## config.mk

```make
export PLATFORM = sky130hd
export DESIGN_NAME = lfm_div
export DESIGN_NICKNAME = d
export VERILOG_FILES = /design/src/hdl/lfm_pkg.sv /design/src/hdl/lfm_div.sv
export SDC_FILE = /design/constraint.sdc
export NUM_CORES = 1
export LEC_CHECK = 0
export ABC_AREA = 1
export BUFFER_PORTS_ARGS = -buffer_cell sky130_fd_sc_hd__buf_4
export CORE_ASPECT_RATIO = 0.6
export CORE_MARGIN = 4
export CORE_UTILIZATION = 45
export CTS_CLUSTER_SIZE = 30
export DETAILED_ROUTE_END_ITERATION = 10
export GPL_TIMING_DRIVEN = 0
export PLACE_DENSITY = 0.63
export SKIP_LAST_GASP = 1
export SLEW_MARGIN = 20
export SYNTH_ARGS = -nofsm -noshare
export SYNTH_HDL_FRONTEND = slang
export SYNTH_SLANG_ARGS = --single-unit
export TNS_END_PERCENT = 20
```

## constraint.sdc

```tcl
create_clock -name clk -period 7.8 [get_ports clk]
set_clock_uncertainty 0.2 [all_clocks]
set_input_delay 0 -clock clk [delete_from_list [all_inputs] [get_ports clk]]
set_output_delay 0 -clock clk [all_outputs]
set_load 0.02 [all_outputs]
```

## src/hdl/lfm_pkg.sv

```systemverilog
// shared constants and mixing weight table for the ladder filter
package lfm_pkg;
	localparam int SampleWidthDef = 24;
	localparam int CoefFrac = 22;
	localparam int GainFrac = 18;
	localparam int CoefWidth = 23;
	localparam int ModeWidth = 4;
	localparam int WeightWidth = 5;
	localparam int GainReset = 262144;
	localparam int ModeReset = 4;

	typedef enum logic [2:0] {
		REG_MODE = 3'd0,
		REG_POLE = 3'd1,
		REG_ZERO = 3'd2,
		REG_FBK  = 3'd3,
		REG_GAIN = 3'd4
	} reg_idx_t;

	typedef logic signed [WeightWidth-1:0] weight_t;

	// weight of stage value j for the given mode
	function automatic weight_t mix_weight(input logic [ModeWidth-1:0] mode,
			input logic [2:0] j);
		logic [WeightWidth*5-1:0] row;
		case (mode)
			4'd0:  row = {5'sd0, 5'sd0, 5'sd0, 5'sd0, 5'sd1};
			4'd1:  row = {5'sd0, 5'sd0, 5'sd0, 5'sd1, 5'sd0};
			4'd2:  row = {5'sd0, 5'sd0, 5'sd1, 5'sd0, 5'sd0};
			4'd3:  row = {5'sd0, 5'sd1, 5'sd0, 5'sd0, 5'sd0};
			4'd4:  row = {5'sd1, 5'sd0, 5'sd0, 5'sd0, 5'sd0};
			4'd5:  row = {5'sd0, 5'sd0, 5'sd0, -5'sd1, 5'sd1};
			4'd6:  row = {5'sd0, 5'sd0, 5'sd1, -5'sd2, 5'sd1};
			4'd7:  row = {5'sd0, -5'sd1, 5'sd3, -5'sd3, 5'sd1};
			4'd8:  row = {5'sd1, -5'sd4, 5'sd6, -5'sd4, 5'sd1};
			4'd9:  row = {-5'sd4, 5'sd4, 5'sd0, 5'sd0, 5'sd0};
			4'd10: row = {5'sd4, -5'sd8, 5'sd4, 5'sd0, 5'sd0};
			4'd11: row = {-5'sd4, 5'sd12, -5'sd12, 5'sd4, 5'sd0};
			4'd12: row = {5'sd0, -5'sd3, 5'sd3, 5'sd0, 5'sd0};
			4'd13: row = {5'sd0, 5'sd3, -5'sd6, 5'sd3, 5'sd0};
			4'd14: row = {5'sd0, 5'sd0, -5'sd2, 5'sd2, 5'sd0};
			default: row = '0;
		endcase
		case (j)
			3'd0: mix_weight = row[4:0];
			3'd1: mix_weight = row[9:5];
			3'd2: mix_weight = row[14:10];
			3'd3: mix_weight = row[19:15];
			3'd4: mix_weight = row[24:20];
			default: mix_weight = '0;
		endcase
	endfunction
endpackage

```

## src/hdl/lfm_div.sv

```systemverilog
// restoring divider, one quotient bit per cycle, unsigned
module lfm_div import lfm_pkg::*; #(
	parameter int NumWidth = 48,
	parameter int DenWidth = 48
) (
	input  logic                clk,
	input  logic                arst_n,
	input  logic                start,
	input  logic [NumWidth-1:0] num,
	input  logic [DenWidth-1:0] den,
	output logic                done,
	output logic [NumWidth-1:0] quot
);
	localparam int CntWidth = $clog2(NumWidth + 1);

	logic [DenWidth:0]   rem_q;
	logic [NumWidth-1:0] q_q;
	logic [DenWidth-1:0] den_q;
	logic [CntWidth-1:0] cnt_q;
	logic                busy_q;
	logic [DenWidth:0]   trial;
	logic [DenWidth+1:0] diff;

	assign trial = {rem_q[DenWidth-1:0], q_q[NumWidth-1]};
	assign diff  = {1'b0, trial} - {2'b0, den_q};

	always_ff @(posedge clk or negedge arst_n) begin
		if (!arst_n) begin
			busy_q <= 1'b0;
			cnt_q  <= '0;
			done   <= 1'b0;
		end else begin
			done <= 1'b0;
			if (start) begin
				busy_q <= 1'b1;
				cnt_q  <= CntWidth'(NumWidth);
			end else if (busy_q) begin
				cnt_q <= cnt_q - 1'b1;
				if (cnt_q == CntWidth'(1)) begin
					busy_q <= 1'b0;
					done   <= 1'b1;
				end
			end
		end
	end

	always_ff @(posedge clk) begin
		if (start) begin
			rem_q <= '0;
			q_q   <= num;
			den_q <= den;
		end else if (busy_q) begin
			if (!diff[DenWidth+1]) begin
				rem_q <= diff[DenWidth:0];
				q_q   <= {q_q[NumWidth-2:0], 1'b1};
			end else begin
				rem_q <= trial;
				q_q   <= {q_q[NumWidth-2:0], 1'b0};
			end
		end
	end

	assign quot = q_q;
endmodule

```

* After elaboration in Yosys (flattened, before gate mapping) *
Index checks and enable logic that the tools add are counted.

word-level totals
  output and inout port bits = 49
  bits of input ports = 99
  word-level logic and storage cells = 22
  register bits after elaboration = 152

operators by class
  add/subtract/negate cells = 2
  equal/unequal tests = 1
  reductions and logical operators = 1
  muxes and demuxes = 12

operator list
  operator                                                             number
  48-bit 2-to-1 mux                                                    3
  49-bit by 48-bit subtractor with 50-bit output                       1
  6-bit 2-to-1 mux                                                     2
  1-bit 2-to-1 mux                                                     7
  6-bit by 1-bit == test with 1-bit output (second input constant)     1
  6-bit by 1-bit subtractor with 6-bit output (second input constant)  1
  2-bit nonzero test                                                   1

* Longest topological paths before layout *
Gate-level depths: netlist of run 1.

  depth after elaboration = 4
  gate-level depth with buffers = 17
  gate-level depth less buffers = 17

* Worst setup path after synthesis of run 1 *
OpenSTA, ideal clock, no wires.

  path kind = flip-flop to flip-flop
  start point = register busy_q
  end point = register q_q[0], in the netlist quot[0], enable pin
  arrival = 1.996 ns
  clock period less this slack = 2.625 ns
  data required time = 7.171 ns
  slack = 5.175 ns
  buffers on the path = 1
  stages on the path, launching flop included = 4
  library setup time = 0.429 ns
  path through = dfrtp_1 > nor2_1 > inv_1 > clkbuf_1

on the way
  longest elaborated chain between the ends = 1

RTL lines
  what                          RTL line       RTL
  from (decl)                   lfm_div.sv:20  logic busy_q;
  from (signal assigned)        lfm_div.sv:29  busy_q <= 1'b0;
  from (signal assigned)        lfm_div.sv:35  busy_q <= 1'b1;
  from (signal assigned)        lfm_div.sv:40  busy_q <= 1'b0;
  2-bit nonzero test (no line)  n/a
  to (signal assigned)          lfm_div.sv:50  q_q <= num;
  to (signal assigned)          lfm_div.sv:55  q_q <= {q_q[NumWidth-2:0], 1'b1};
  to (signal assigned)          lfm_div.sv:58  q_q <= {q_q[NumWidth-2:0], 1'b0};
  to (decl)                     lfm_div.sv:17  logic [NumWidth-1:0] q_q;

Every way passes these cells.
A chain may end at the register's enable or synchronous reset.

* Worst setup path in the final report of run 1 *
  start point = register den_q[25]
  end point = register rem_q[14]

on the way
  longest elaborated chain between the ends = 2

RTL lines
  what                                            RTL line       RTL
  from (decl)                                     lfm_div.sv:18  logic [DenWidth-1:0] den_q;
  from (signal assigned)                          lfm_div.sv:51  den_q <= den;
  49-bit by 48-bit subtractor with 50-bit output  lfm_div.sv:25  assign diff = {1'b0, trial} - {2'b0, den_q};
  48-bit 2-to-1 mux                               lfm_div.sv:53  if (!diff[DenWidth+1]) begin
  to (signal assigned)                            lfm_div.sv:54  rem_q <= diff[DenWidth:0];
  to (signal assigned)                            lfm_div.sv:57  rem_q <= trial;
  to (decl)                                       lfm_div.sv:16  logic [DenWidth:0] rem_q;

Every way passes these cells.

==> results of run 1 <==
sequential cells by signal, summed over array words and instances, names as in the netlist:
| signal | flops |
|---|---|
| done | 1 |
| rem_q | 48 |
| quot | 48 |
| cnt_q | 6 |
| den_q | 48 |
| busy_q | 1 |
worst min path at each step:
stage                       start                    to  slack, ps  cells after the start
after floorplan            arst_n      busy_q$_DFF_PN0_       -500                      0
after global placement     arst_n  cnt_q[4]$_DFFE_PN0P_       -380                      1
after detailed placement   arst_n  cnt_q[4]$_DFFE_PN0P_       -380                      1
after CTS                 den[23]   den_q[23]$_DFFE_PP_         30                      2
after global routing      den[35]   den_q[35]$_DFFE_PP_         40                      2
final                     den[35]   den_q[35]$_DFFE_PP_         60                      2
area by class of cell:
type	instances	area (um2)
clock inverters	12	125.1
well taps	315	394.1
repair buffers	247	2115
inverters	316	1186
plain buffers	36	196.4
clock buffers	20	446.7
multi-input cells	1093	5160
fillers	2225	9468
flip-flops and latches	152	4044
cell families (layout without fill, tap and decap cells):
kind of cell	after synthesis	count (layout)
simple gates	955	955
buf+inv	352	631
flops	152	152
compound gates	65	65
fa+ha+maj	51	51
xor+xnor	22	22
per-layer routing:
layer	track usage, %	share of wire, %	vias up
li1	-	-	5405
met1	44.09	53	4705
met2	34.86	37	344
met3	6.490	8.2	33
met4	5.473	1.1	0
met5	0	0	-
worst reg2reg max path, cell delays in order (launching register included):
cell and delay, ps:
edfxtp_1 370, inv_1 100, ha_1 320, nand2_1 130
inv_1 70, nand2_1 140, inv_1 70, nand2_1 110
nor2_1 70, and2_2 200, nand2_4 110, buf_1 590
nand3_1 160, nand3_1 130, o21ai_0 80
where the power goes:
part | internal (mW) | switching [mW] | total, mW
clock network | 0.477 | 0.347 | 0.824
registers | 0.912 | 0.0242 | 0.936
logic | 0.157 | 0.201 | 0.357
metrics by stage:
stage | cell area, um2 | total power, mW | std cells
after floorplan | 10580 | 1.128 | 1597
after global placement | 12080 | 1.259 | 2059
after detailed placement | 12100 | 1.263 | 2060
after CTS | 13670 | 2.130 | 2191
after global routing | 13670 | 2.209 | 2191
final | 13670 | 2.117 | 2191
Yosys cell counts:
| master | number | area [um2] |
|---|---|---|
| a21o_1 | 2 | 15.01 |
| a21oi_1 | 31 | 155.2 |
| a21oi_2 | 1 | 8.760 |
| a21oi_4 | 1 | 16.27 |
| a31oi_1 | 1 | 6.260 |
| and2_1 | 3 | 18.77 |
| and2_2 | 1 | 7.510 |
| buf_1 | 1 | 3.750 |
| buf_2 | 7 | 35.03 |
| buf_4 | 2 | 15.01 |
| buf_6 | 4 | 45.04 |
| buf_8 | 1 | 15.01 |
| clkbuf_1 | 21 | 78.83 |
| clkinv_1 | 1 | 3.750 |
| dfrtp_1 | 8 | 200.2 |
| dfxtp_1 | 48 | 960.9 |
| edfxtp_1 | 96 | 2883 |
| fa_1 | 1 | 20.02 |
| ha_1 | 50 | 625.6 |
| inv_1 | 311 | 1167 |
| inv_2 | 4 | 15.01 |
| nand2_1 | 679 | 2549 |
| nand2_2 | 4 | 25.02 |
| nand2_4 | 2 | 22.52 |
| nand3_1 | 117 | 585.6 |
| nand3_2 | 4 | 40.04 |
| nand3b_1 | 27 | 202.7 |
| nand4_1 | 10 | 62.56 |
| nor2_1 | 96 | 360.4 |
| nor2_2 | 2 | 12.51 |
| nor2_4 | 1 | 11.26 |
| nor3_1 | 4 | 20.02 |
| nor3_4 | 1 | 16.27 |
| nor4_1 | 2 | 12.51 |
| o21ai_0 | 23 | 115.1 |
| o21bai_1 | 5 | 37.54 |
| o22ai_1 | 1 | 6.260 |
| or2_2 | 1 | 6.260 |
| or3b_2 | 1 | 8.760 |
| xnor2_1 | 20 | 175.2 |
| xor2_1 | 2 | 17.52 |
timing repair:
| item | CTS | global route |
|---|---|---|
| hold buffers | 99 | 0 |
| resized for setup | 0 | 0 |
| hold endpoints to repair | 152 | 0 |
==> results.ini, run 1 <==
[setup_path]
crit_fanout = 10
criticalPathCategory = register to register
crit_required_ps = 7930
reg2regPathDepth = 14
setup.worst_path.end_class = register
crit_buf_inv = 4
timing.rr.end = rem_q[14]$_SDFFE_PP0P_
r2r_setup_slack_ps = 4840
r2r_start = den_q[25]$_DFFE_PP_
crit_end = rem_q[14]$_SDFFE_PP0P_
slowest_stage = buf_1
crit_start = den_q[25]$_DFFE_PP_
start_kind = register
critical_path_arrival_ps = 3100
critPathMaxStageDelay_ps = 590
cp_top_family = simple AND/OR/NAND/NOR gates
cp_num_cells = 14
path_cells = inv_1, ha_1, nand2_1, inv_1, nand2_1, inv_1, nand2_1, nor2_1, and2_2, nand2_4, buf_1, nand3_1, nand3_1, o21ai_0

[clock_tree]
cts_tree = built
numClockSinks = 152
postCtsSetupRepairBufs = 0
cts-htree-levels = 4
numCtsBuffers = 17
path_clk_slew_ps = 60
cts_buffer_depth = 2
clk_latency_ps = 450
root_buffer = clkbuf_16

[place]
place_hpwl_mm = 26.84
gp_congestion = 0.9825
portBuffers = 147
pre_cts_ws_ps = 4909

[timing]
tightestPinTransition_ps = 775.7
rsz0062_at_grt = no
finalSetupViolCount = 0
layout_min_cycle_time_ps = 2965
whs_ps = 62.62
slew_viol_final = 0
min_period_over_period_pct = 38.01
setup_ws_ps = 4835
hold_violations = 0
maxSlewHeadroom_pct = 48.29
finalSetupTns_ps = 0
fmax_ghz = 0.3373

[run]
cap_violations = 0

[global_route]
grt_pass1_wl_mm = 53.73
overflow = 0
grt_util_all_layers_pct = 26.84
antenna_found_initial = 0
grt_pass1_vias = 9615
grt_max_degree = 50

[power]
power_density_mw_per_mm2 = 154.9
leakagePower_nw = 7.412
peakVddDrop_mv = 0.1691

[final_layout]
final_cell_mix = nand2_1, inv_1, buf_4
final_nets = 2013
final_util_pct = 59.08
antenna_cells = 0
final_common_cell = nand2_1
area_growth_pct = 29.14
drive_gt1_share_pct = 11.35

[floorplan]
chipWidth_um = 206.0
initial_core_util_pct = 45.74
core_mm2 = 0.02313
ios = 148
dieArea_mm2 = 0.02611
rows = 43
fp.dieH_um = 126.8

[yosys]
synth_top_family_by_area = simple AND/OR/NAND/NOR gates
syn_area_mm2 = 0.01058
yosys.area_share.simple_pct = 37.43
synth_nets = 1747
synth_xor_area_share_pct = 1.821
synthDistinctLibCells = 41
avgSynthCellArea_um2 = 6.627
synth-seq-cells = 152
yosysWarnings = 0
synth_compound_gate_area_share_pct = 3.405
synth_cells = 1597
ys_seq_area_share_pct = 38.21
synth_fa_ha_area_share_pct = 6.101
synth.area.mux_share_pct = 0

[hold_path]
hold_path.class = primary input to register

[drt]
vias = 10490
viasPerCell = 4.786
wl_per_cell_um = 15.71
drc = 0
ant_nets = 0
first_pass_iters = 7
wl_mm = 34.42
drtIter0Drc = 960

[status]
outcome = completed

(Power assumes the default switching activity.)
==> inputs of run 2 (changes only) <==
==> constraint.sdc (replaced) <==
create_clock -name clk -period 2.8 [get_ports clk]
set_clock_uncertainty 0.2 [all_clocks]
set_input_delay 0 -clock clk [delete_from_list [all_inputs] [get_ports clk]]
set_output_delay 0 -clock clk [all_outputs]
set_load 0.02 [all_outputs]
==> run 2 against run 1 <==
Die area unchanged. Global-route usage barely moved. Core utilization up 0.71 points. Clock power grew to 2.8 times the previous value. Largest power group unchanged. Total power rose to 2.8 times the previous value.
==> results.ini, run 2 (synthesized netlist as in run 1, its figures left out) <==
[drt]
first_pass_iters = 6  ; was 7
drc = 0  ; unchanged
wl_per_cell_um = 15.65  ; was 15.71 um
wl_mm = 34.34  ; was 34.42 mm
viasPerCell = 4.792  ; was 4.786
ant_nets = 0  ; unchanged
drtIter0Drc = 853  ; was 960
vias = 10510  ; was 10,490

[place]
portBuffers = 147  ; unchanged
place_hpwl_mm = 26.84  ; unchanged
gp_congestion = 0.9825  ; unchanged
pre_cts_ws_ps = -91.03  ; was 4909 ps

[timing]
rsz0062_at_grt = yes  ; was no
hold_violations = 0  ; unchanged
setup_ws_ps = 71.25  ; was 4835 ps
finalSetupViolCount = 0  ; unchanged
fmax_ghz = 0.3665  ; was 0.3373 GHz
maxSlewHeadroom_pct = 47.27  ; was 48.29%
slew_viol_final = 0  ; unchanged
min_period_over_period_pct = 97.46  ; was 38.01%
tightestPinTransition_ps = 791.0  ; was 775.7 ps
layout_min_cycle_time_ps = 2729  ; was 2965 ps

[setup_path]
crit_fanout = 10  ; unchanged
critical_path_arrival_ps = 2870  ; was 3100 ps
crit_required_ps = 2940  ; was 7930 ps
critPathMaxStageDelay_ps = 400  ; was 590 ps
setup.worst_path.end_class = register  ; unchanged
crit_top_cell = nand2_1
crit_start = den_q[46]$_DFFE_PP_  ; was den_q[25]$_DFFE_PP_
crit_end = rem_q[40]$_SDFFE_PP0P_  ; was rem_q[14]$_SDFFE_PP0P_
cp_num_cells = 14  ; unchanged
cp_top_family = simple AND/OR/NAND/NOR gates  ; unchanged
r2r_start = den_q[46]$_DFFE_PP_  ; was den_q[25]$_DFFE_PP_
reg2regPathDepth = 14  ; unchanged
criticalPathCategory = register to register  ; unchanged
slowest_stage = ha_1  ; was buf_1
timing.rr.end = rem_q[40]$_SDFFE_PP0P_  ; was rem_q[14]$_SDFFE_PP0P_
crit_buf_inv = 4  ; unchanged
r2r_setup_slack_ps = 70  ; was 4840 ps
path_cells = inv_1, ha_1, nand2_1, inv_2, nand2_1, nor3_4, and2_2, nand2_4, nand2_4, buf_6, buf_8, nand3_2, nand2_1, nand2_1  ; was inv_1, ha_1, nand2_1, inv_1, nand2_1, inv_1, nand2_1, nor2_1, and2_2, nand2_4, buf_1, nand3_1, nand3_1, o21ai_0
start_kind = register  ; unchanged

[final_layout]
final_common_cell = nand2_1  ; unchanged
fillerInstances = 2207  ; was 2,225
register_area_mm2 = 0.004044  ; unchanged
drive_gt1_share_pct = 12.83  ; was 11.35%
multi_input_area_mm2 = 0.005280  ; was 0.005160 mm2
final_cell_mix = nand2_1, inv_1, buf_4  ; unchanged
area_growth_pct = 30.69  ; was 29.14%
final_nets = 2015  ; was 2,013

[clock_tree]
numCtsBuffers = 17  ; unchanged
numClockSinks = 152  ; unchanged
cts-htree-levels = 4  ; unchanged
cts_buffer_depth = 2  ; unchanged
root_buffer = clkbuf_16  ; unchanged
path_clk_slew_ps = 60  ; about the same
clk_latency_ps = 450  ; about the same
cts_tree = built  ; unchanged

[status]
outcome = completed  ; unchanged

[power]
peakVddDrop_mv = 0.4730  ; was 0.1691 mV
power_density_mw_per_mm2 = 427.9  ; was 154.9 mW/mm2
p_int_mw = 4.314  ; was 1.545 mW
swShare_pct = 27.11  ; was 26.99%
clock_power_share_pct = 38.8  ; was 38.9%
combPwrFrac_pct = 17.2  ; was 16.9%
seqPwrFrac_pct = 44.0  ; was 44.2%
switchingPower_mw = 1.605  ; was 0.5713 mW
leakagePower_nw = 7.450  ; was 7.412 nW
total_power_mw = 5.919  ; was 2.117 mW

[hold_path]
hold_path.class = primary input to register  ; unchanged

[global_route]
grt_util_all_layers_pct = 26.85  ; was 26.84%
grt_pass1_vias = 9620  ; was 9,615
overflow = 0  ; unchanged
grt_max_degree = 50  ; unchanged
grt_pass1_wl_mm = 53.75  ; was 53.73 mm
antenna_found_initial = 0  ; unchanged

[floorplan]
dieArea_mm2 = 0.02611  ; unchanged
initial_core_util_pct = 45.74  ; unchanged
fp.dieH_um = 126.8  ; unchanged
rows = 43  ; unchanged
ios = 148  ; unchanged
chipWidth_um = 206.0  ; unchanged
core_mm2 = 0.02313  ; unchanged

[run]
cap_violations = 0  ; unchanged

## run 2: changes by cell type in the layout (fill, tap and decap cells not counted), sizes merged
cell,delta
diode,+1
clkbuf,+2
## run 2: worst min path at each step
stage,startpoint,depth (start not counted),end
after floorplan,arst_n,0,busy_q$_DFF_PN0_
after global placement,arst_n,1,cnt_q[4]$_DFFE_PN0P_
after detailed placement,arst_n,1,cnt_q[4]$_DFFE_PN0P_
after CTS,den[23],2,den_q[23]$_DFFE_PP_
after global routing,den[35],2,den_q[35]$_DFFE_PP_
final,den[35],2,den_q[35]$_DFFE_PP_
## run 2: repair_timing
| action | CTS | global route |
|---|---|---|
| resized for setup | 3 | 42 |
| pin swaps | 1 | 2 |
| hold buffers | 99 | 0 |
| endpoints found under the hold margin | 152 | 0 |
| setup buffers | 1 | 2 |
| gates cloned | 0 | 0 |
| endpoints found under the setup margin | 23 | 49 |
## run 2: cell type report
cell class	count	share of cell area (%)
Sequential cell	152	29.24
Timing Repair Buffer	250	15.48
Buffer	35	1.529
Tap cell	315	2.850
Inverter	316	8.576
Antenna cell	1	0.01809
Multi-Input combinational cell	1093	38.18
Clock buffer	20	3.230
Clock inverter	12	0.9046
## run 2: stage by stage
stage	area, um2	cells	TNS (ps)	util [%]	hold slack [ps]
final	13830	2194	0	59.78	59.07
after global routing	13830	2193	-94.50	59.77	43.16
after detailed placement	12100	2060	-750.0	52.32	-375.2
after global placement	12080	2059	-87380	52.22	-377.0
after CTS	13670	2191	-340.8	59.11	30.11
after floorplan	10580	1597	0	-	-495.6
## run 2: power by group through the flow
stage | clock network (mW) | logic, mW | registers (mW)
after global placement | 0 | 0.861 | 2.65
after global routing | 2.44 | 1.11 | 2.62
final | 2.30 | 1.02 | 2.61
after floorplan | 0 | 0.418 | 2.73
after detailed placement | 0 | 0.867 | 2.65
after CTS | 2.34 | 0.983 | 2.61
## run 2: worst reg2reg max path, delay by kind of cell, from the launching register on
family / cells / cell delay [ps]
fa+ha+maj: 1 / 400
buf+inv: 4 / 450
flops: 1 / 330
simple gates: 9 / 1240
## run 2: layer usage
layer / global-route usage [%] / vias to the layer above / wire length (um)
met3: 6.541 / 34 / 2857
met2: 34.86 / 355 / 12800
met4: 5.590 / 0 / 397
li1: - / 5415 / -
met5: 0 / - / 0
met1: 44.04 / 4709 / 18290
